--- src/design/kct_pkg.sv ---
// shared types and constants of the k-mer count table
`default_nettype none

package kct_pkg;

	// fixed field widths
	localparam int CMD_W  = 2;
	localparam int SYM_W  = 2;
	localparam int IDX_W  = 12;
	localparam int VAL_W  = 32;
	localparam int ERR_W  = 2;
	localparam int ORD_W  = 3;
	localparam int APB_AW = 4;
	localparam int APB_DW = 32;

	// command codes
	localparam logic [CMD_W-1:0] CMD_SYMBOL = 2'd0;
	localparam logic [CMD_W-1:0] CMD_READ   = 2'd1;
	localparam logic [CMD_W-1:0] CMD_CLEAR  = 2'd2;

	// error codes
	localparam logic [ERR_W-1:0] ERR_NONE      = 2'd0;
	localparam logic [ERR_W-1:0] ERR_UNDERFLOW = 2'd1;
	localparam logic [ERR_W-1:0] ERR_SATURATED = 2'd2;

	// register indexes (word address paddr[3:2])
	localparam logic [1:0] REG_WORD_ORDER      = 2'd0;
	localparam logic [1:0] REG_COUNT_MODE      = 2'd1;
	localparam logic [1:0] REG_COMPLEMENT_MODE = 2'd2;

	// register reset values
	localparam logic [ORD_W-1:0] WORD_ORDER_RST = 3'd2;

	// configuration registers as seen by the datapath
	typedef struct packed {
		logic [ORD_W-1:0] word_order;
		logic             count_mode;
		logic             complement_mode;
	} cfg_t;

	// control of one item from the window front end to the update stage
	typedef struct packed {
		logic             do_update;
		logic             do_read;
		logic             do_clear;
		logic             decrement;
		logic [IDX_W-1:0] word_index;
	} ctl_t;

	// one result item
	typedef struct packed {
		logic             counted;
		logic [IDX_W-1:0] word_index;
		logic [VAL_W-1:0] count_value;
		logic [ERR_W-1:0] error_code;
	} res_t;

endpackage

`default_nettype wire

--- src/design/kct_outq.sv ---
// two-entry result queue between the update stage and the result channel
`default_nettype none

module kct_outq import kct_pkg::*; (
	input  wire logic clk,
	input  wire logic arst_n,
	input  wire logic push,
	input  wire res_t push_res,
	input  wire logic pop,
	output      logic head_valid,
	output      res_t head,
	output      logic room
);

	res_t       slot0_q, slot1_q, slot0_d, slot1_d;
	logic [1:0] cnt_q, cnt_after, cnt_d;

	// next queue contents
	always_comb begin
		cnt_after = cnt_q - 2'(pop);
		slot0_d   = pop ? slot1_q : slot0_q;
		slot1_d   = slot1_q;
		if (push) begin
			if (cnt_after == 2'd0) begin
				slot0_d = push_res;
			end else begin
				slot1_d = push_res;
			end
		end
		cnt_d = cnt_after + 2'(push);
	end

	always_ff @(posedge clk or negedge arst_n) begin
		if (!arst_n) begin
			cnt_q <= '0;
		end else begin
			cnt_q <= cnt_d;
		end
	end

	always_ff @(posedge clk) begin
		slot0_q <= slot0_d;
		slot1_q <= slot1_d;
	end

	assign head_valid = (cnt_q != 2'd0);
	assign head       = slot0_q;

	// a new item may enter when its result will find a free slot
	assign room = (3'(cnt_q) + 3'(push)) <= (3'd1 + 3'(pop));

	a_no_overflow: assert property (@(posedge clk) disable iff (!arst_n)
		!(cnt_q == 2'd2 && push && !pop))
		else $error("result queue overflow");

	a_cnt_range: assert property (@(posedge clk) disable iff (!arst_n)
		cnt_q != 2'd3)
		else $error("result queue count out of range");

endmodule

`default_nettype wire

--- config.mk ---
export PLATFORM = sky130hd
export DESIGN_NAME = kct_outq
export DESIGN_NICKNAME = d
export VERILOG_FILES = /design/src/design/kct_pkg.sv /design/src/design/kct_outq.sv
export SDC_FILE = /design/constraint.sdc
export NUM_CORES = 1
export LEC_CHECK = 0
export BUFFER_PORTS_ARGS = -buffer_cell sky130_fd_sc_hd__buf_2
export CORE_UTILIZATION = 50
export DETAILED_ROUTE_END_ITERATION = 8
export GPL_TIMING_DRIVEN = 0
export HOLD_SLACK_MARGIN = 0.06
export MAX_ROUTING_LAYER = met4
export PLACE_DENSITY = 0.8
export SLEW_MARGIN = 20
export SYNTH_ARGS = -nofsm -noshare
export SYNTH_HDL_FRONTEND = slang
export SYNTH_SLANG_ARGS = --single-unit
--- constraint.sdc ---
create_clock -name clk -period 6.9 [get_ports clk]
set_clock_uncertainty 0.05 [all_clocks]
set_input_delay 0.345 -clock clk [delete_from_list [all_inputs] [get_ports clk]]
set_output_delay 0.345 -clock clk [all_outputs]
set_load 0.005 [all_outputs]
---- Yosys cells after proc, flatten, opt, wreduce, memory -nomap -nowiden ----
Index checks and enable logic that the tools add are counted.
W data, S select, Z words.
operators by class
  add/sub/neg operators ................... 4
  $lt $le $gt $ge ......................... 1
  multiplexer cells ....................... 3
  bitwise logic cells ..................... 1
  reductions and logical operators ........ 3
operator list
  kind                   number
  $mux W47               3
  $add A2 B1 Y3          1
  $le A3 B2 Y1           1
  $add A1 B1 Y2 const A  1
  $add A2 B1 Y2          1
  $logic_not A2 Y1       1
  $reduce_and A2 Y1      1
  $reduce_bool A2 Y1     1
  $sub A2 B1 Y2          1
  $not A1 Y1             1
word-level totals
  register bits ........................... 96
  word-level logic and storage cells ...... 21

---- Longest topological paths before layout ----
  depth after elaboration ................. 4
  mapped depth ............................ 7
  mapped depth without buffers ............ 6

---- Least setup slack after synthesis ----
No wires, ideal clock.
  path kind ............................... register -> register
  start point ............................. register cnt_q[0]
  end point ............................... register slot1_q[0] in the netlist's numbering, enable pin
  library setup time ...................... 0.524 ns
  arrival time ............................ 4.181 ns
  path slack .............................. 2.145 ns
  cell stages (with the launch flop) ...... 5
  path through ............................ dfrtp_1 -> inv_1 -> ha_1 -> xnor2_1 -> a21boi_0
between the ends
  word-level cells in the longest chain between the ends .. 4
ends and longest elaborated chain
  item                                line            RTL
  from (decl)                         kct_outq.sv:16  logic [1:0] cnt_q, cnt_after, cnt_d;
  from (signal assigned)              kct_outq.sv:37  cnt_q <= cnt_d;
  $sub A2 B1 Y2                       kct_outq.sv:20  cnt_after = cnt_q - 2'(pop);
  $logic_not A2 Y1                    kct_outq.sv:24  if (cnt_after == 2'd0) begin
  $not A1 Y1 (no source line)         --
  $reduce_and A2 Y1 (no source line)  --
  to (signal assigned)                kct_outq.sv:43  slot1_q <= slot1_d;
  to (decl)                           kct_outq.sv:15  res_t slot0_q, slot1_q, slot0_d, slot1_d;
Every way passes these cells.
A chain may end at the register's enable or synchronous reset.

---- Final worst setup path ----
  start point ............................. register cnt_q[0]
  end point ............................... output port room
between the ends
  word-level cells in the longest chain between the ends .. 2
ends and longest elaborated chain
  item           line            RTL
  $add A2 B1 Y3  kct_outq.sv:50  assign room = (3'(cnt_q) + 3'(push)) <= (3'd1 + 3'(pop));
  $le A3 B2 Y1   kct_outq.sv:50
  to (decl)      kct_outq.sv:12  output logic room
Every way passes these cells.

==> flow_summary.toml <==
[run_status]
status = "finished clean"

[setup_path]
path_cells = "ha_1 -> inv_1 -> fa_1 -> o31ai_1 -> nand2_1 -> buf_2"
critical_path_arrival_ns = 1.87
rrSetupSlack_ns = 4.75
start_kind = "flop"
end_kind = "primary output"
r2r_cells = 6
endpoint = "room"
crit_fanout = 2
worst_path_max_delay_cell = "fa_1"
crit-reg2reg-launch = "cnt_q[0]"
timing.rr.end = "slot1_q[2]"
crit_start = "cnt_q[0]"
slowest_delay_ns = 0.43
path_class = "reg -> out"
required_ns = 6.50

[synthesis]
synth_warnings = 0
synth_area_leader_cell = "edfxtp_1"
ys_top_cells_by_area = "edfxtp_1, dfxtp_1, mux2_2, mux2_4, ha_1"
syn_inst = 221
yosysUniqueCellTypes = 19
yosysMostFrequentCell = "mux2_2"
avgSynthCellArea_um2 = 17.4
ys_ff_latch = 96
netlist_top_cells_count = "mux2_2, dfxtp_1, edfxtp_1, mux2_4, inv_1"
syn_nets = 278
ys_seq_area_share_pct = 62.6
synth_enable_flop_cells = 47
yosys.area.top_type_share_pct = 36.8
postSynth.asyncResetShare_pct = 2.08
synth_ff_type = "edfxtp_1"
syn_area_um2 = 3840

[die]
coreArea_um2 = 7330
row_count = 31
fp.dieArea_um2 = 8030
fp.dieH_um = 89.6
io_pins = 100
die_w_um = 89.6
start_util_pct = 52.4

[global_route]
grt_max_degree = 18
grt_usage_pct = 17.1
grt_pass1_vias = 2050
grt_pass1_wl_um = 9820
antenna_found_initial = 0
grt_overflow = 0

[route]
drc = 0
routed.top_layer = "met4"
postRouteAntennaNets = 0
via_per_inst = 4.80
vias = 2102
routed_wl_um = 6380
drt_iter0_drc = 73
met2_length_um = 3210
met1_length_um = 2750
dr_wl_met3_um = 324
avgRoutedWirePerCell_um = 14.6
drt-pass1-iter-count = 4

[placement]
dp.cells = 421
place_ws_ns = 4.57
hpwl_um = 4530
gp_congestion = 0.642
port-buffer-count = 99

[timing]
hold_ws_ns = 0.129
slew_viol_final = 0
max_freq_mhz = 441
tightest_slew_ns = 0.657
min_period_over_period_pct = 32.9
setup_viol = 0
rsz0062_at_grt = "false"
setup_ws_ns = 4.63
slew_headroom_pct = 56.1
finalCriticalPeriod_ns = 2.27
finalHoldViolCount = 0

[pwr]
p_seq_share_pct = 45.5
pwr_density_cell_nw_per_um2 = 425
total_power_mw = 2.01
combPwrFrac_pct = 37.0
p_clk_share_pct = 17.5
p_sw_share_pct = 27.2
vdd_drop_max_mv = 0.197
leakagePower_nw = 2.00
intPower_mw = 1.46
p_switching_mw = 0.547

[layout]
layout-drive-gt1-share_pct = 64.6
final_cells = 438
nets = 391
n_antenna_cell = 0
area_growth_pct = 23.0

[clock_network]
cts_inserted_buffers = 9
cts_buffer_depth = 2
cts_resized = 0
cts.sinks = 96
clkTransAtPathRegs_ns = 0.09
cts-root-buf = "clkbuf_8"
clk_latency_ns = 0.35
cts_tree = "done"
h-tree-depth = 3

[flow_run]
drv_cap = 0

[worst_hold_path]
hold_class = "in -> reg"
worstHoldStart = "push_res[15]"
## placed cells by master (no fill, tap or decap)
cell,synthesis,final
buf_2,3,102
mux2_2,64,64
dfxtp_1,47,47
edfxtp_1,47,47
mux2_4,30,30
clkbuf_8,0,9
inv_1,6,6
ha_1,5,5
clkbuf_1,2,4
buf_12,3,3
nand2_1,3,3
xnor2_1,2,2
clkinv_2,0,2
dfrtp_1,2,2
buf_16,0,2
and3_4,1,1
buf_6,1,1
buf_4,1,1
o31ai_1,1,1
nor2_1,1,1
a21boi_4,0,1
fa_1,1,1
clkinvlp_4,0,1
inv_6,0,1
bufinv_16,0,1
dlygate4sd3_1,0,1
## layer usage
metal,global-route usage (%),vias up
li1,-,1038
met1,20.4,990
met2,28.0,63
met3,3.47,11
met4,7.79,0
met5,-,-
## cell families after synthesis
logic type                 count (synthesis)  synth area share, %
muxes                                     94                 30.5
buffers and inverters                     16                 3.23
and+or+nand+nor                            5                0.684
AOI/OAI and AO/OA                          2                0.391
DFF                                       96                 62.6
xor gates and xnor gates                   2                0.456
adders and majority gates                  6                 2.15
## stage by stage
stage,instance area [um2],utilization (%),setup TNS (ns)
final,4720,64.4,0
after detailed placement,4520,61.7,0
after global placement,4460,60.8,-13.70
after CTS,4720,64.4,0
after global routing,4720,64.4,0
after floorplan,3840,-,0
## flip-flops by register name, indices dropped and copies added (netlist names)
name	count
head	47
cnt_q	2
slot1_q	47
## power groups by stage
stage	Combinational (mW)	Clock [mW]	Sequential, mW
3_3_place_gp	0.698	0	0.939
5_1_grt	0.815	0.384	0.941
4_1_cts	0.758	0.360	0.917
3_5_place_dp	0.755	0	0.930
6_report	0.744	0.351	0.914
2_1_floorplan	0.454	0	0.953
## critical path, delay by kind of cell (launching register included)
family                     cells  cell delay [ns]
adders and majority gates      2             0.63
DFF                            1             0.39
AOI/OAI and AO/OA              1             0.25
buffers and inverters          2             0.20
and+or+nand+nor                1             0.07
## final cells by class
class,count,area (um2)
Fill cell,574,2610
Sequential cell,96,2400
Multi-Input combinational cell,109,1320
Timing Repair Buffer,102,561
Clock buffer,11,131
Tap cell,99,124
Buffer,10,101
Clock inverter,5,56.3
Inverter,6,22.5
## timing repair
action / CTS / global route
setup buffers: 0 / 0
endpoints found under the hold margin: 2 / 0
hold buffers: 1 / 0
## worst min path at each step
stage	end	slack (ns)	cells after the start
3_5_place_dp	cnt_q[1]	0.08	1
5_1_grt	slot1_q[5]	0.11	1
4_1_cts	slot1_q[28]	0.11	1
6_report	slot1_q[15]	0.13	1
2_1_floorplan	cnt_q[0]	-0.0006	0
3_3_place_gp	cnt_q[0]	0.08	1
(Power assumes the default switching activity.)
