==> src/design/kct_pkg.sv <==
// shared types and constants of the k-mer count table
`default_nettype none

package kct_pkg;

	// fixed field widths
	localparam int CMD_W  = 2;
	localparam int SYM_W  = 2;
	localparam int IDX_W  = 12;
	localparam int VAL_W  = 32;
	localparam int ERR_W  = 2;
	localparam int ORD_W  = 3;
	localparam int APB_AW = 4;
	localparam int APB_DW = 32;

	// command codes
	localparam logic [CMD_W-1:0] CMD_SYMBOL = 2'd0;
	localparam logic [CMD_W-1:0] CMD_READ   = 2'd1;
	localparam logic [CMD_W-1:0] CMD_CLEAR  = 2'd2;

	// error codes
	localparam logic [ERR_W-1:0] ERR_NONE      = 2'd0;
	localparam logic [ERR_W-1:0] ERR_UNDERFLOW = 2'd1;
	localparam logic [ERR_W-1:0] ERR_SATURATED = 2'd2;

	// register indexes (word address paddr[3:2])
	localparam logic [1:0] REG_WORD_ORDER      = 2'd0;
	localparam logic [1:0] REG_COUNT_MODE      = 2'd1;
	localparam logic [1:0] REG_COMPLEMENT_MODE = 2'd2;

	// register reset values
	localparam logic [ORD_W-1:0] WORD_ORDER_RST = 3'd2;

	// configuration registers as seen by the datapath
	typedef struct packed {
		logic [ORD_W-1:0] word_order;
		logic             count_mode;
		logic             complement_mode;
	} cfg_t;

	// control of one item from the window front end to the update stage
	typedef struct packed {
		logic             do_update;
		logic             do_read;
		logic             do_clear;
		logic             decrement;
		logic [IDX_W-1:0] word_index;
	} ctl_t;

	// one result item
	typedef struct packed {
		logic             counted;
		logic [IDX_W-1:0] word_index;
		logic [VAL_W-1:0] count_value;
		logic [ERR_W-1:0] error_code;
	} res_t;

endpackage

`default_nettype wire

==> src/design/kct_window.sv <==
// sliding window front end: window index, ambiguity life, symbols seen, read issue
`default_nettype none

module kct_window import kct_pkg::*; #(
	parameter int MAX_ORDER  = 5,
	parameter int TABLE_BITS = 12,
	parameter int LEN_W      = 3
) (
	input  wire logic                  clk,
	input  wire logic                  arst_n,
	input  wire logic                  accept,
	input  wire logic [CMD_W-1:0]      command,
	input  wire logic [SYM_W-1:0]      symbol_code,
	input  wire logic                  is_ambiguous,
	input  wire logic                  last_of_sequence,
	input  wire logic [IDX_W-1:0]      query_index,
	input  wire cfg_t                  cfg,
	output      logic                  rd_en,
	output      logic [TABLE_BITS-1:0] rd_addr,
	output      ctl_t                  ctl
);

	logic [TABLE_BITS-1:0]       window_q, window_d, wmask;
	logic [LEN_W-1:0]            life_q, life_d, seen_q, seen_d, wlen;
	logic [SYM_W-1:0]            code;
	logic [TABLE_BITS+IDX_W-1:0] win_ext, qry_ext, qm_ext;
	logic [TABLE_BITS-1:0]       qry_addr;
	logic                        word_ok;

	// word length, order clamped to the largest supported
	always_comb begin
		if (int'(cfg.word_order) > MAX_ORDER) begin
			wlen = LEN_W'(MAX_ORDER + 1);
		end else begin
			wlen = LEN_W'(int'(cfg.word_order) + 1);
		end
		for (int i = 0; i < TABLE_BITS; i++) begin
			wmask[i] = (i < SYM_W * int'(wlen));
		end
	end

	// next window state for a symbol
	always_comb begin
		code     = cfg.complement_mode ? ~symbol_code : symbol_code;
		window_d = window_q << SYM_W;
		if (is_ambiguous) begin
			life_d = wlen;
		end else begin
			life_d   = (life_q != '0) ? life_q - LEN_W'(1) : life_q;
			window_d = window_d | TABLE_BITS'(code);
		end
		window_d = window_d & wmask;
		seen_d   = (seen_q < wlen) ? seen_q + LEN_W'(1) : wlen;
		word_ok  = (life_d == '0) && (seen_d == wlen);
	end

	// index views: window to 12-bit field, query masked to the table
	always_comb begin
		win_ext  = {{IDX_W{1'b0}}, window_d};
		qry_ext  = {{TABLE_BITS{1'b0}}, query_index};
		qry_addr = qry_ext[TABLE_BITS-1:0];
		qm_ext   = {{IDX_W{1'b0}}, qry_addr};
	end

	// read issue and item control
	always_comb begin
		ctl           = '0;
		ctl.decrement = cfg.count_mode;
		rd_addr       = window_d;
		unique case (command)
			CMD_SYMBOL: begin
				ctl.do_update  = word_ok;
				ctl.word_index = win_ext[IDX_W-1:0];
			end
			CMD_READ: begin
				ctl.do_read    = 1'b1;
				ctl.word_index = qm_ext[IDX_W-1:0];
				rd_addr        = qry_addr;
			end
			CMD_CLEAR: begin
				ctl.do_clear = 1'b1;
			end
			default: begin
				ctl.decrement = 1'b0;
			end
		endcase
		rd_en = accept && (ctl.do_update || ctl.do_read);
	end

	// window registers
	always_ff @(posedge clk or negedge arst_n) begin
		if (!arst_n) begin
			window_q <= '0;
			life_q   <= '0;
			seen_q   <= '0;
		end else if (accept && command == CMD_SYMBOL) begin
			if (last_of_sequence) begin
				window_q <= '0;
				life_q   <= '0;
				seen_q   <= '0;
			end else begin
				window_q <= window_d;
				life_q   <= life_d;
				seen_q   <= seen_d;
			end
		end
	end

	// the end of a sequence restarts the window
	a_restart: assert property (@(posedge clk) disable iff (!arst_n)
		accept && command == CMD_SYMBOL && last_of_sequence
		|=> window_q == '0 && life_q == '0 && seen_q == '0)
		else $error("window not restarted after last symbol");

endmodule

`default_nettype wire

==> config.mk <==
export PLATFORM = sky130hd
export DESIGN_NAME = kct_window
export DESIGN_NICKNAME = d
export VERILOG_FILES = /design/src/design/kct_pkg.sv /design/src/design/kct_window.sv
export SDC_FILE = /design/constraint.sdc
export NUM_CORES = 1
export LEC_CHECK = 0
export ABC_AREA = 1
export CELL_PAD_IN_SITES_DETAIL_PLACEMENT = 0
export CELL_PAD_IN_SITES_GLOBAL_PLACEMENT = 1
export CORE_MARGIN = 3
export CORE_UTILIZATION = 41
export DETAILED_ROUTE_END_ITERATION = 10
export DONT_BUFFER_PORTS = 1
export PLACE_DENSITY = 0.85
export SLEW_MARGIN = 20
export SYNTH_ARGS = -nofsm -noshare
export SYNTH_HDL_FRONTEND = slang
export SYNTH_SLANG_ARGS = --single-unit
==> constraint.sdc <==
create_clock -name clk -period 3 [get_ports clk]
set_input_delay 0.15 -clock clk [delete_from_list [all_inputs] [get_ports clk]]
set_output_delay 0.15 -clock clk [all_outputs]
set_load 0.02 [all_outputs]
Yosys cells after proc, flatten, opt, wreduce, memory -nomap -nowiden
Index checks and enable logic that the tools add are counted.
{"block": "classes", "addsub": 3, "magnitude_cmp": 14, "n_eq_ne": 3, "n_mux": 15, "bitwise_logic": 3, "reduce_logical": 8}
{"cell": "12-bit 2-to-1 mux", "n": 2}
{"cell": "12-bit one-hot mux with 2 select lines", "n": 1}
{"cell": "3-bit 2-to-1 mux", "n": 6}
{"cell": "3-bit by 4-bit < comparator with 1-bit output, first input constant", "n": 4}
{"cell": "4-bit < comparator, first input constant", "n": 4}
{"cell": "12-bit AND", "n": 1}
{"cell": "12-bit by 2-bit OR with 12-bit output", "n": 1}
{"cell": "10-bit 2-to-1 mux", "n": 1}
{"cell": "1-bit by 4-bit < comparator with 1-bit output, first input constant", "n": 2}
{"cell": "2-bit by 4-bit < comparator with 1-bit output, first input constant", "n": 2}
{"cell": "3-bit by 1-bit adder with 3-bit output, second input constant", "n": 2}
{"cell": "1-bit 2-to-1 mux", "n": 4}
{"cell": "3-bit equality test", "n": 1}
{"cell": "3-bit greater-than comparator, second input constant", "n": 1}
{"cell": "1-bit logical AND", "n": 3}
{"cell": "3-bit logical NOT", "n": 1}
{"cell": "3-bit < comparator", "n": 1}
{"cell": "3-bit nonzero test", "n": 1}
{"cell": "3-bit OR reduction", "n": 1}
{"cell": "3-bit by 1-bit subtractor with 3-bit output, second input constant", "n": 1}
{"cell": "2-bit by 1-bit equality test with 1-bit output, second input constant", "n": 1}
{"cell": "2-bit equality test, second input constant", "n": 1}
{"cell": "2-bit logical NOT", "n": 1}
{"cell": "2-bit 2-to-1 mux", "n": 1}
{"cell": "2 further kinds", "n": 2}
{"block": "totals", "ff_bits": 16, "inputBits": 26}

Logic depth before layout (Yosys ltp)
{"block": "depth", "ltp_word": 9, "mapped_depth": 15, "depth_no_buf": 15}

Worst setup path before layout
Ideal clock, no wire load.
{"block": "synth_path", "path_kind": "input port to output port", "startpoint": "input port cfg[3] (netlist name)", "endpoint": "output port ctl[15] (netlist name)", "arrival_ns": 1.795, "t_required_ns": 2.850, "setup_slack_ns": 1.055, "cell_stages": 13, "path_buffers": 0, "path_cell_list": "inv_1 > ha_1 > nor2_4 > nand2_4 > nand2_2 > inv_1 > ha_1 > a21oi_1 > nand4_1 > nand2_1 > nor2_1 > nand2_1 > inv_1"}
{"item": "from (decl)", "line_no": "kct_window.sv:17", "source": "input wire cfg_t cfg,"}
{"item": "to (decl)", "line_no": "kct_window.sv:20", "source": "output ctl_t ctl"}

==> key figures <==
Cells and area
  – Layout fillers: 323
  – Antenna diodes: 0
  – Synth-to-layout area growth: 5.83%
  – Nets: 230
  – Layout cells sized above 1: 10.2%
  – Fin area: 1390 µm²

Die
  – Die area: 3910 µm²
  – Cell row count: 19
  – Initial core utilization: 45.2%
  – Die X: 62.5 µm
  – Die Span Y: 62.5 µm
  – Io pins: 55
  – Core Area: 2900 µm²

Worst setup path
  – Slowest cell on the critical path: a21oi_1
  – Buffers and inverters on the worst path: 3
  – Critical path depth in cells: 13
  – Reg2reg start: seen_q[2]$_DFFE_PN0P_
  – Critical Path Sink Type: primary output
  – CP peak stage delay: 420 ps
  – Cell family with most CP delay: simple AND/OR/NAND/NOR gates
  – Startpoint types: input port
  – Cell chain of the critical path: inv_1 > ha_1 > nor2_4 > nand2_4 > nand2_2 > inv_1 > ha_1 > a21oi_1 > nand4_1 > nand2_1 > nor2_1 > nand2_1 > inv_1
  – R2r worst-path depth: 5
  – CP most frequent cell: inv_1
  – Worst path required time: 2850 ps
  – CP arrival: 2070 ps
  – CP Class: input port to primary output
  – CP Max Fanout: 6
  – Critical path origin: cfg[3]

Timing
  – Setup_tns: 0 ps
  – Final WS setup: 783 ps
  – Slew margin rel.: 36.1%
  – Final hold viol count: 0
  – Final Skew: 3.41 ps
  – Max Freq: 0.451 GHz
  – Final setup vio count: 0
  – RSZ-0062 raised after global routing: false
  – Final slew viol count: 0
  – Worst Tran Pin Value: 958 ps
  – Post-layout min period: 2220 ps
  – Period utilization: 73.9%

Global route
  – Vias in the first global route: 1,326
  – GRT overflow: 0
  – Pin count of the biggest net entering global routing: 27
  – First-pass GRT wire length: 5840 µm
  – Initial antenna violation count: 0
  – Total global-route track usage: 17.9%

Clock tree
  – Clock root cell: clkbuf_4
  – Clk_lat worst skew: 290 ps
  – CTS Buf Count: 3
  – Post-CTS setup buffer count: 0
  – CTS tree: done
  – Clock Path Buffers: 2
  – PostCTS Resize Cnt: 0
  – Clock-pin slew on the worst setup and hold paths: 100 ps
  – CTS Hold Bufs: 1
  – Clk sinks: 16
  – H-Tree Depth: 1

Routing
  – DR iter-0 viols: 85
  – Avg WL per Cell: 14.1 µm
  – TritonRoute pass-1 iters: 4
  – Antenna Nets Post-Route: 0
  – Total wire length: 3370 µm
  – Post-route DRC violation count: 0
  – Vias: 1,302
  – Via density: 5.47

Place
  – Buffers on Ports: 0
  – RD Place Congestion: 0.839
  – Dpl cell area: 1340 µm²
  – Dpl ws: 813 ps
  – DP HPWL: 2600 µm

Synthesis
  – Top-area cell type share of the netlist area: 30.6%
  – Seq cells post-synth: 16
  – Sequential area share after synthesis: 30.6%
  – Yosys Warn Count: 0
  – Area leader, netlist: dfrtp_1
  – Library cells used by synthesis: 21
  – Synth Cell Area: 1310 µm²
  – Synthesized area per cell: 6.65 µm²
  – Cells after synthesis: 197
  – Synth Net Count: 230
  – Synth top area cells: dfrtp_1 (31%), o21ai_0 (20%), nand2_1 (13%)

Power
  – Cell Pwr Density: 525 nW/µm²
  – Leakage: 0.662 nW
  – Maximum vdd drop: 0.000264 V
  – Overall Power: 728 µW

Min path
  – Min-delay src: is_ambiguous
  – WHS Path Cells: 3
  – Hold Path Class: input port to register

Status
  – Outcome: finished clean

Job
  – Max cap viols: 0
==> layout make-up <==
type | count | area [µm²] | share of cell area, %
Timing Repair Buffer | 1 | 10.0 | 0.722
Sequential cell | 16 | 400 | 28.9
Inverter | 24 | 90.1 | 6.50
Tap cell | 42 | 52.6 | 3.79
Clock buffer | 4 | 36.3 | 2.62
Multi-Input combinational cell | 151 | 797 | 57.5
==> sequential cells by signal, summed over array words and instances (netlist names) <==
| register | flops |
|---|---|
| window_q | 10 |
| life_q | 3 |
| seen_q | 3 |
==> metrics by stage <==
stage	instances	util, %	hold WS (ps)
2_1_floorplan	197	-	-146
3_3_place_gp	233	46.2	-145
3_5_place_dp	233	46.2	-145
4_1_cts	238	47.8	61.1
5_1_grt	238	47.8	71.2
6_report	238	47.8	67.1
==> worst paths after layout <==
kind                                                end  slack [ps]
worst max-delay path                            ctl[15]         780
worst min-delay path              life_q[0]$_DFFE_PN0P_          70
worst max register to register    seen_q[0]$_DFFE_PN0P_        1270
worst min register to register  window_q[1]$_DFFE_PN0P_         520
max in group asynchronous         life_q[0]$_DFFE_PN0P_        2160
min in group asynchronous         seen_q[1]$_DFFE_PN0P_         360
==> cells in the final DEF (no fill, tap or decap) <==
master / count
nor2_2: 1
nand2_2: 8
nor2_1: 7
dfrtp_1: 16
dlygate4sd3_1: 1
nand2_4: 1
o21ai_0: 52
clkbuf_4: 3
a21boi_0: 1
inv_2: 2
a21oi_2: 1
o21ai_1: 1
nand2_1: 47
nand3_1: 8
clkbuf_8: 1
xor2_1: 2
o22ai_1: 4
inv_1: 22
nand4_1: 5
a21oi_1: 3
nor2_4: 2
or2_2: 1
ha_1: 7
==> where the power goes <==
part	internal, mW	total [mW]	leakage (nW)	switching, mW
logic	0.102	0.315	0.425	0.213
registers	0.244	0.264	0.216	0.0201
clock network	0.0739	0.150	0.0210	0.0758
==> cells by family after synthesis <==
group                      after synthesis  synth area share (%)
buffers and inverters                   30                  8.79
AOI/OAI and AO/OA                       62                  24.5
DFF                                     16                  30.6
adders and majority gates                7                  6.69
xor gates and xnor gates                 2                  1.34
and+or+nand+nor                         80                  28.1
==> synthesized netlist by cell type (all sizes together) <==
cell type and instances:
dfrtp 16, nand3 8, a21oi 4, xor2 2, inv 24, clkbuf 4
nor2 10, or2 1, nand2 56, o21ai 53, ha 7, nand4 5
buf 2, o22ai 4, a21boi 1
==> tightest hold or removal path, delay by kind of cell <==
kind            cells  cell delay (ps)
simple gates        2              100
compound gates      1               70
==> per-layer routing <==
metal	up-vias	share of wire, %	global-route usage (%)
li1	656	-	-
met1	601	42	21.8
met2	41	52	31.4
met3	4	5.0	4.86
met4	0	0.89	3.58
met5	-	0	0
(Power assumes the default switching activity.)
