===== config.mk =====
export PLATFORM = sky130hd
export DESIGN_NAME = kct_cfg
export DESIGN_NICKNAME = d
export VERILOG_FILES = /design/src/design/kct_pkg.sv /design/src/design/kct_cfg.sv
export SDC_FILE = /design/constraint.sdc
export NUM_CORES = 1
export LEC_CHECK = 0
export ABC_CLOCK_PERIOD_IN_PS = 1600
export BUFFER_PORTS_ARGS = -buffer_cell sky130_fd_sc_hd__buf_4
export CORE_UTILIZATION = 31
export CTS_BUF_LIST = sky130_fd_sc_hd__clkbuf_4 sky130_fd_sc_hd__clkbuf_8
export DETAILED_ROUTE_END_ITERATION = 12
export PLACE_DENSITY = 0.86
export SLEW_MARGIN = 30
export SYNTH_ARGS = -nofsm -noshare
export SYNTH_HDL_FRONTEND = slang
export SYNTH_SLANG_ARGS = --single-unit

===== constraint.sdc =====
create_clock -name clk -period 1.6 [get_ports clk]
set_input_delay 0.16 -clock clk [delete_from_list [all_inputs] [get_ports clk]]
set_output_delay 0.16 -clock clk [all_outputs]
set_load 0.02 [all_outputs]

===== src/design/kct_pkg.sv =====
// shared types and constants of the k-mer count table
`default_nettype none

package kct_pkg;

	// fixed field widths
	localparam int CMD_W  = 2;
	localparam int SYM_W  = 2;
	localparam int IDX_W  = 12;
	localparam int VAL_W  = 32;
	localparam int ERR_W  = 2;
	localparam int ORD_W  = 3;
	localparam int APB_AW = 4;
	localparam int APB_DW = 32;

	// command codes
	localparam logic [CMD_W-1:0] CMD_SYMBOL = 2'd0;
	localparam logic [CMD_W-1:0] CMD_READ   = 2'd1;
	localparam logic [CMD_W-1:0] CMD_CLEAR  = 2'd2;

	// error codes
	localparam logic [ERR_W-1:0] ERR_NONE      = 2'd0;
	localparam logic [ERR_W-1:0] ERR_UNDERFLOW = 2'd1;
	localparam logic [ERR_W-1:0] ERR_SATURATED = 2'd2;

	// register indexes (word address paddr[3:2])
	localparam logic [1:0] REG_WORD_ORDER      = 2'd0;
	localparam logic [1:0] REG_COUNT_MODE      = 2'd1;
	localparam logic [1:0] REG_COMPLEMENT_MODE = 2'd2;

	// register reset values
	localparam logic [ORD_W-1:0] WORD_ORDER_RST = 3'd2;

	// configuration registers as seen by the datapath
	typedef struct packed {
		logic [ORD_W-1:0] word_order;
		logic             count_mode;
		logic             complement_mode;
	} cfg_t;

	// control of one item from the window front end to the update stage
	typedef struct packed {
		logic             do_update;
		logic             do_read;
		logic             do_clear;
		logic             decrement;
		logic [IDX_W-1:0] word_index;
	} ctl_t;

	// one result item
	typedef struct packed {
		logic             counted;
		logic [IDX_W-1:0] word_index;
		logic [VAL_W-1:0] count_value;
		logic [ERR_W-1:0] error_code;
	} res_t;

endpackage

`default_nettype wire


===== src/design/kct_cfg.sv =====
// apb register block for word order, count mode and complement mode
`default_nettype none

module kct_cfg import kct_pkg::*; (
	input  wire logic              clk,
	input  wire logic              arst_n,
	input  wire logic              psel,
	input  wire logic              penable,
	input  wire logic              pwrite,
	input  wire logic [APB_AW-1:0] paddr,
	input  wire logic [APB_DW-1:0] pwdata,
	output      logic [APB_DW-1:0] prdata,
	output      logic              pready,
	output      cfg_t              cfg
);

	cfg_t       cfg_q;
	logic       wr_en;
	logic [1:0] reg_sel;

	assign pready  = 1'b1;
	assign wr_en   = psel && penable && pwrite && pready;
	assign reg_sel = paddr[3:2];
	assign cfg     = cfg_q;

	// register writes
	always_ff @(posedge clk or negedge arst_n) begin
		if (!arst_n) begin
			cfg_q.word_order      <= WORD_ORDER_RST;
			cfg_q.count_mode      <= 1'b0;
			cfg_q.complement_mode <= 1'b0;
		end else if (wr_en) begin
			unique case (reg_sel)
				REG_WORD_ORDER:      cfg_q.word_order      <= pwdata[ORD_W-1:0];
				REG_COUNT_MODE:      cfg_q.count_mode      <= pwdata[0];
				REG_COMPLEMENT_MODE: cfg_q.complement_mode <= pwdata[0];
				default:             cfg_q                 <= cfg_q;
			endcase
		end
	end

	// read mux
	always_comb begin
		unique case (reg_sel)
			REG_WORD_ORDER:      prdata = APB_DW'(cfg_q.word_order);
			REG_COUNT_MODE:      prdata = APB_DW'(cfg_q.count_mode);
			REG_COMPLEMENT_MODE: prdata = APB_DW'(cfg_q.complement_mode);
			default:             prdata = '0;
		endcase
	end

endmodule

`default_nettype wire


* Yosys cells after proc, flatten, opt, wreduce, memory -nomap -nowiden *
Index checks and enable logic that the tools add are counted.
W data, S select, Z words.

word-level totals
  output and inout bits = 38
  input bits = 41
  word-level logic and storage cells = 12
  register bits after elaboration = 5

operators by class
  mux-type cells = 1
  eq/ne operators = 2
  reduce and logical (&&, ||, !) cells = 6

operators by type and width
  cell                  count
  $pmux W3 S3           1
  $reduce_and A2 Y1     3
  $eq A2 B1 Y1 const B  1
  $eq A2 B2 Y1 const B  1
  $logic_and A1 B1 Y1   2
  $logic_not A2 Y1      1

* Longest topological paths before layout *
Gate-level depths: netlist (run 1).

  depth in word-level cells = 3
  depth in mapped cells = 3
  depth with buffers taken out = 3

* Worst setup path before layout (run 1) *
OpenSTA, ideal clock, no wires.

  path kind = flip-flop to output port
  start point = reg cfg_q (netlist bit cfg[0])
  end point = out prdata[0]
  arrival = 1.029 ns
  cell stages (with the launch flop) = 3
  data required time = 1.440 ns
  path slack = 0.411 ns
  path buffers = 0
  cells stage by stage = dfrtp_1 mux2i_1 o21ai_0

between the ends
  word-level cells in the longest chain between the ends = 1

ends and longest elaborated chain
  element                   line           text
  start: declaration        kct_cfg.sv:17  cfg_t cfg_q;
  start signal: assignment  kct_cfg.sv:37  default: cfg_q <= cfg_q;
  $pmux W3 S3               kct_cfg.sv:44  unique case (reg_sel)
  end: declaration          kct_cfg.sv:12  output logic [APB_DW-1:0] prdata,

Every way passes these cells.

* Final worst setup path (run 1) *
  start point = reg cfg_q (netlist bit cfg[3])
  end point = out prdata[1]

The elaborated chain is that of the path after synthesis.

==> flow_metrics.py, run 1 <==
metrics = {
    "worst_hold_path": {
        "min_path_cells": 2,
        "hold_path_class": "in -> reg",
    },
    "cts": {
        "cts-root-buf": "clkbuf_4",
        "clkLatencyLatePin_ps": 240,
        "cts_buffers": 3,
        "post-cts-setup-buffers": 0,
        "htreeDepth": 1,
        "holdBufCountCts": 1,
        "tritoncts": "yes",
        "post_cts_resized": 0,
        "cts.sinks": 5,
        "clk_pin_slew_ps": 40,
        "clockBufferDepth": 2,
    },
    "sta": {
        "fin_ws_ps": 430.5,
        "setup_viol": 0,
        "period_needed_ps": 1169,
        "final_max_slew_viol_count": 0,
        "finalClockSkew_ps": 0,
        "rsz0062_at_grt": "no",
        "finalCritPeriodShare_pct": 73.09,
        "setup_tns_ps": 0,
        "hold_viol_final": 0,
        "fmax_mhz": 855.1,
    },
    "synthesis": {
        "ys_types": 14,
        "synth_seq_area_share_pct": 25.19,
        "yosysTopAreaCellShare_pct": 44.89,
        "synth_area_um2": 501.7,
        "synth_flop_cell": "dfrtp_1",
        "post-synth-top-count-cell": "buf_4",
        "avgSynthCellArea_um2": 9.649,
        "synth.largest_area_cell": "buf_4",
        "synth_edf_count": 0,
        "synth_area_leaders": "buf_4, dfrtp_1, mux2_4, dfstp_2, mux2_2",
        "synth_async_sr_flop_share_pct": 100.0,
        "yosys-top-cells-count": "buf_4, dfrtp_1, mux2_4",
        "ys_ff_latch": 5,
        "synth_warnings": 0,
        "synthCells": 52,
    },
    "floorplan": {
        "row_count": 14,
        "core-area_um2": 1506,
        "initial_core_util_pct": 33.31,
        "die-area_um2": 1783,
        "die_y_um": 42.23,
        "io_pins": 79,
        "die_x_um": 42.23,
    },
    "place": {
        "dp_slack_ps": 456.0,
        "hpwlAfterDp_um": 588.9,
        "io_buffers": 17,
        "gp_congestion": 0.6047,
        "numPlacedInstances": 83,
        "placed_area_um2": 529.3,
    },
    "grt": {
        "grt_pass1_vias": 274,
        "grt_use_total_pct": 8.564,
        "antenna_found_initial": 0,
        "grt_overflow": 0,
        "grt_max_degree": 7,
        "grt_pass1_wl_um": 1090,
    },
    "setup_path": {
        "startpoint_type": "register",
        "cp_slowest_cell": "dfstp_2",
        "critPathArrivalTime_ps": 1010,
        "crit_fanout": 3,
        "crit_required_ps": 1440,
        "path_cells": "and2_1 -> buf_4",
        "crit_path_max_incr_delay_ps": 530,
        "crit_cells": 2,
        "crit_type": "reg -> out",
        "crit_family": "flip-flops",
        "cp-end-kind": "output port",
        "path_buf_inv": 1,
        "r2r.worst_path.cells": 1,
    },
    "drt": {
        "drc": 0,
        "wire_per_inst_um": 7.852,
        "drt.antenna.violating_nets": 0,
        "drt_first_pass_iters": 3,
        "viasPerCell": 3.568,
        "vias": 314,
        "drt_wl_total_um": 691,
        "first_iter_violations": 4,
    },
    "final_layout": {
        "largest_register_ffs": 5,
        "antenna_cells": 0,
        "fin_cells": 88,
        "fillCellCount": 159,
        "multi_input_area_um2": 255.2,
        "layout.nets": 114,
        "design_area_um2": 569.3,
        "register_area_um2": 126.4,
        "area.growth.synth_to_final_pct": 13.47,
        "drive_gt1_share_pct": 40.28,
    },
    "pwr": {
        "ir_worst_vdd_v": 0.0003087,
        "p_per_area_nw_per_um2": 1045,
        "finalPower_w": 0.0005950,
        "leakage_nw": 0.3228,
    },
    "outcome": {
        "outcome": "finished, final reports clean",
    },
    "run": {
        "cap_violations": 0,
    },
}
-- placed cells by master, fill, tap and decap left out --
master and count:
and2_1 2, buf_4 17, clkbuf_4 4, conb_1 30, dfrtp_1 4, dfstp_2 1, dlygate4sd3_1 1, mux2_2 2
mux2_4 3, mux2i_1 1, nand3_2 1, nand3b_1 1, nor2_1 1, nor3b_1 2, o21ai_0 1, or3_4 1
-- final cells by class --
class                      instances  share of cell area (%)
multi-input combinational         45                   44.84
tap                               16                   3.516
clock buffer                       4                   5.275
sequential                         5                   22.20
timing repair buffer              18                   24.18
-- stage by stage --
stage	hold WS (ps)	utilization [%]
floorplan	-135.6	-
global placement	-38.63	35.13
detailed placement	-37.39	35.13
CTS	144.6	37.79
global route	150.9	37.79
finish	155.6	37.79
-- cell families after synthesis --
group,synth area share (%)
compound gates,0.9965
buf+inv,44.89
other cells,1.497
simple gates,11.97
mux,15.46
flops,25.19
-- metal layers --
layer | wire length (µm) | vias to the layer above | global-route usage (%)
met5 | 0 | - | 0
met4 | 0 | 0 | 7.500
met3 | 72 | 0 | 3.448
met2 | 423 | 22 | 16.00
met1 | 196 | 147 | 6.417
li1 | - | 145 | -
-- worst paths after layout --
path | slack (ps) | end | start
max | 430 | prdata[1] | cfg[3]
min | 160 | cfg[3] | pwdata[1]
max reg2reg | 820 | cfg[1] | cfg[1]
min reg2reg | 530 | cfg[4] | cfg[4]
max in group asynchronous | 1130 | cfg[3] | arst_n
min in group asynchronous | 270 | cfg[1] | arst_n
-- report_power, final --
| group | internal (W) | switching, W |
|---|---|---|
| Clock | 0.000111 | 0.0000499 |
| Combinational | 0.000103 | 0.000148 |
| Sequential | 0.000161 | 0.0000218 |
Power figures use the tool's default switching activity.
==> run 2, diff against run 1 <==
Settings changed: ABC_AREA set to 1, ABC_CLOCK_PERIOD_IN_PS 1600 to 1100, CORE_ASPECT_RATIO set to 0.8, CORE_UTILIZATION 31 to 30, PLACE_DENSITY 0.86 to 0.82.
Clock period 1.6 ns to 1.1 ns, I/O delays scaled along.
==> run 2 against run 1 <==
Net effect: the run now ends with setup timing left; via count increased by 32%; worst hold slack got worse by 74 ps; critical path depth increased by 1; first-iteration DRC count decreased by 25%; core utilization decreased by 0.40 points; clock power increased by 39%; clock skew unchanged; critical path type unchanged; largest cell class unchanged; highest routed layer is now met4.
==> flow_metrics.py, run 2 <==
metrics = {
    "worst_hold_path": {
        "hold_path_class": "in -> reg",
        "min_path_cells": 3,
        "min-delay-start": "pwdata[2]",
        "holdPathEnd": "cfg[4]",
    },
    "outcome": {
        "outcome": "finished, violations left",
        "violations": "setup timing",
    },
    "floorplan": {
        "die_x_um": 48.91,
        "core-area_um2": 1643,
        "die_y_um": 39.53,
        "die-area_um2": 1933,
        "io_pins": 79,
        "row_count": 13,
        "initial_core_util_pct": 32.14,
    },
    "place": {
        "gp_congestion": 0.6272,
        "io_buffers": 17,
        "hpwlAfterDp_um": 725,
    },
    "synthesis": {
        "post-synth-top-count-cell": "buf_4",
        "synth_area_um2": 528.0,
        "synth_edf_count": 0,
        "synth_warnings": 0,
        "yosysTopAreaCellShare_pct": 42.65,
        "synth_async_sr_flop_share_pct": 100.0,
        "yosys-top-cells-count": "buf_4, nand2_1, dfrtp_1, nand3_1",
        "avgSynthCellArea_um2": 7.135,
        "synth_seq_area_share_pct": 23.93,
        "ys_types": 12,
        "synth.largest_area_cell": "buf_4",
        "ys_ff_latch": 5,
        "synth_area_leaders": "buf_4, dfrtp_1, nand2_1, dfstp_2, nor2_4",
        "synthCells": 74,
        "synth_flop_cell": "dfrtp_1",
    },
    "setup_path": {
        "rrSetupSlack_ps": 310,
        "crit_type": "reg -> out",
        "critPathArrivalTime_ps": 1010,
        "crit_fanout": 2,
        "startpoint_type": "register",
        "cp_slowest_cell": "dfstp_2",
        "path_cells": "inv_1 -> nor2_1 -> buf_4",
        "r2r_start": "cfg[3]",
        "cp-end-kind": "output port",
        "path_buf_inv": 2,
        "crit_family": "flip-flops",
        "r2r.worst_path.cells": 3,
        "crit_required_ps": 990,
        "critPathLaunch": "cfg[3]",
        "crit_path_max_incr_delay_ps": 520,
        "r2r-end": "cfg[3]",
    },
    "grt": {
        "grt_use_total_pct": 9.843,
        "grt_pass1_vias": 333,
        "antenna_found_initial": 0,
        "grt_overflow": 0,
        "grt_pass1_wl_um": 1304,
        "grt_max_degree": 6,
    },
    "sta": {
        "finalCritPeriodShare_pct": 102.3,
        "fmax_mhz": 888.9,
        "setup_viol": 1,
        "rsz0062_at_grt": "yes",
        "finalClockSkew_ps": 0,
        "hold_viol_final": 0,
        "fin_ws_ps": -24.94,
        "period_needed_ps": 1125,
        "final_max_slew_viol_count": 0,
    },
    "pwr": {
        "p_per_area_nw_per_um2": 1367,
        "finalPower_w": 0.0008398,
        "ir_worst_vdd_v": 0.0004014,
        "leakage_nw": 0.3603,
    },
    "cts": {
        "htreeDepth": 1,
        "cts.sinks": 5,
        "tritoncts": "yes",
        "clockBufferDepth": 2,
        "clk_pin_slew_ps": 40,
        "cts_buffers": 3,
        "cts-root-buf": "clkbuf_4",
        "clkLatencyLatePin_ps": 230,
    },
    "final_layout": {
        "final_util_pct": 37.40,
        "antenna_cells": 0,
        "layout_common_cells": "conb_1, nand2_1, buf_4",
        "largest_register_ffs": 5,
        "layout.nets": 137,
        "area.growth.synth_to_final_pct": 16.35,
        "multi_input_area_um2": 262.8,
        "register_area_um2": 126.4,
        "drive_gt1_share_pct": 33.68,
        "final_common_cell": "conb_1",
        "fillCellCount": 170,
    },
    "drt": {
        "drt.antenna.violating_nets": 0,
        "viasPerCell": 3.556,
        "drt_first_pass_iters": 3,
        "vias": 416,
        "drt_wl_total_um": 891,
        "first_iter_violations": 3,
        "drc": 0,
        "wire_per_inst_um": 7.615,
    },
    "run": {
        "cap_violations": 0,
    },
}
==> run 2: changes by cell type in the layout (fill, tap and decap cells not counted), sizes merged, moves of 2 or more <==
cell,delta
nand2,+21
inv,+5
nand3,+3
nor2,+6
nor3b,-2
mux2,-5
and2,-2
==> run 2: tightest hold or removal path, delay by kind of cell <==
kind | cells | cell delay [ps]
buffers and inverters | 1 | 80
AND/OR/NAND/NOR | 2 | 90
==> run 2: cell type report <==
type | count | share of cell area [%]
sequential | 5 | 20.57
clock buffer | 4 | 4.888
tap | 22 | 4.481
multi-input combinational | 62 | 42.77
inverter | 5 | 3.055
timing repair buffer | 19 | 24.24
==> run 2: power breakdown <==
group	internal (W)	total, W	switching, W
registers	0.000228	0.000257	0.0000292
clock network	0.000161	0.000224	0.0000630
logic	0.000124	0.000359	0.000235
==> run 2: cells by family after synthesis <==
| family | Yosys count | synth area share (%) |
|---|---|---|
| buffers and inverters | 35 | 46.21 |
| and+or+nand+nor | 32 | 28.44 |
| DFF | 5 | 23.94 |
| other | 2 | 1.422 |
==> run 2: metal layers <==
layer	part of all wire (%)	global-route usage, %	vias to the layer above
met5	0	0	-
met1	33	8.486	190
met3	5.7	2.326	2
met2	61	20.14	23
met4	0.67	8.824	0
li1	-	-	201
==> run 2: worst max path at each step <==
stage | end | slack [ps] | depth (start not counted)
finish | prdata[1] | -20 | 3
global route | prdata[1] | -80 | 3
CTS | prdata[1] | -30 | 3
detailed placement | prdata[1] | 190 | 3
global placement | prdata[1] | 200 | 3
floorplan | prdata[1] | 70 | 2
==> run 2: what timing repair did <==
action                                 4_1_cts  5_1_grt
buffers inserted                             1        0
endpoints found under the hold margin        5        0
pin swaps                                    1        0
gates resized for setup                      1        0
cloned                                       0        0
setup endpoints to repair                    1        2
hold buffers                                 1        0
==> run 2: stage by stage <==
stage	instance area, µm²	setup slack [ps]	setup TNS, ps	hold WS [ps]	instances
2_1_floorplan	633.1	65.12	0	-185.6	102
3_3_place_gp	563.0	201.3	0	-89.07	111
3_5_place_dp	563.0	194.1	0	-89.56	111
4_1_cts	614.3	-28.69	-28.69	74.13	117
5_1_grt	614.3	-79.88	-94.75	106.7	117
6_report	614.3	-24.94	-24.94	81.11	117
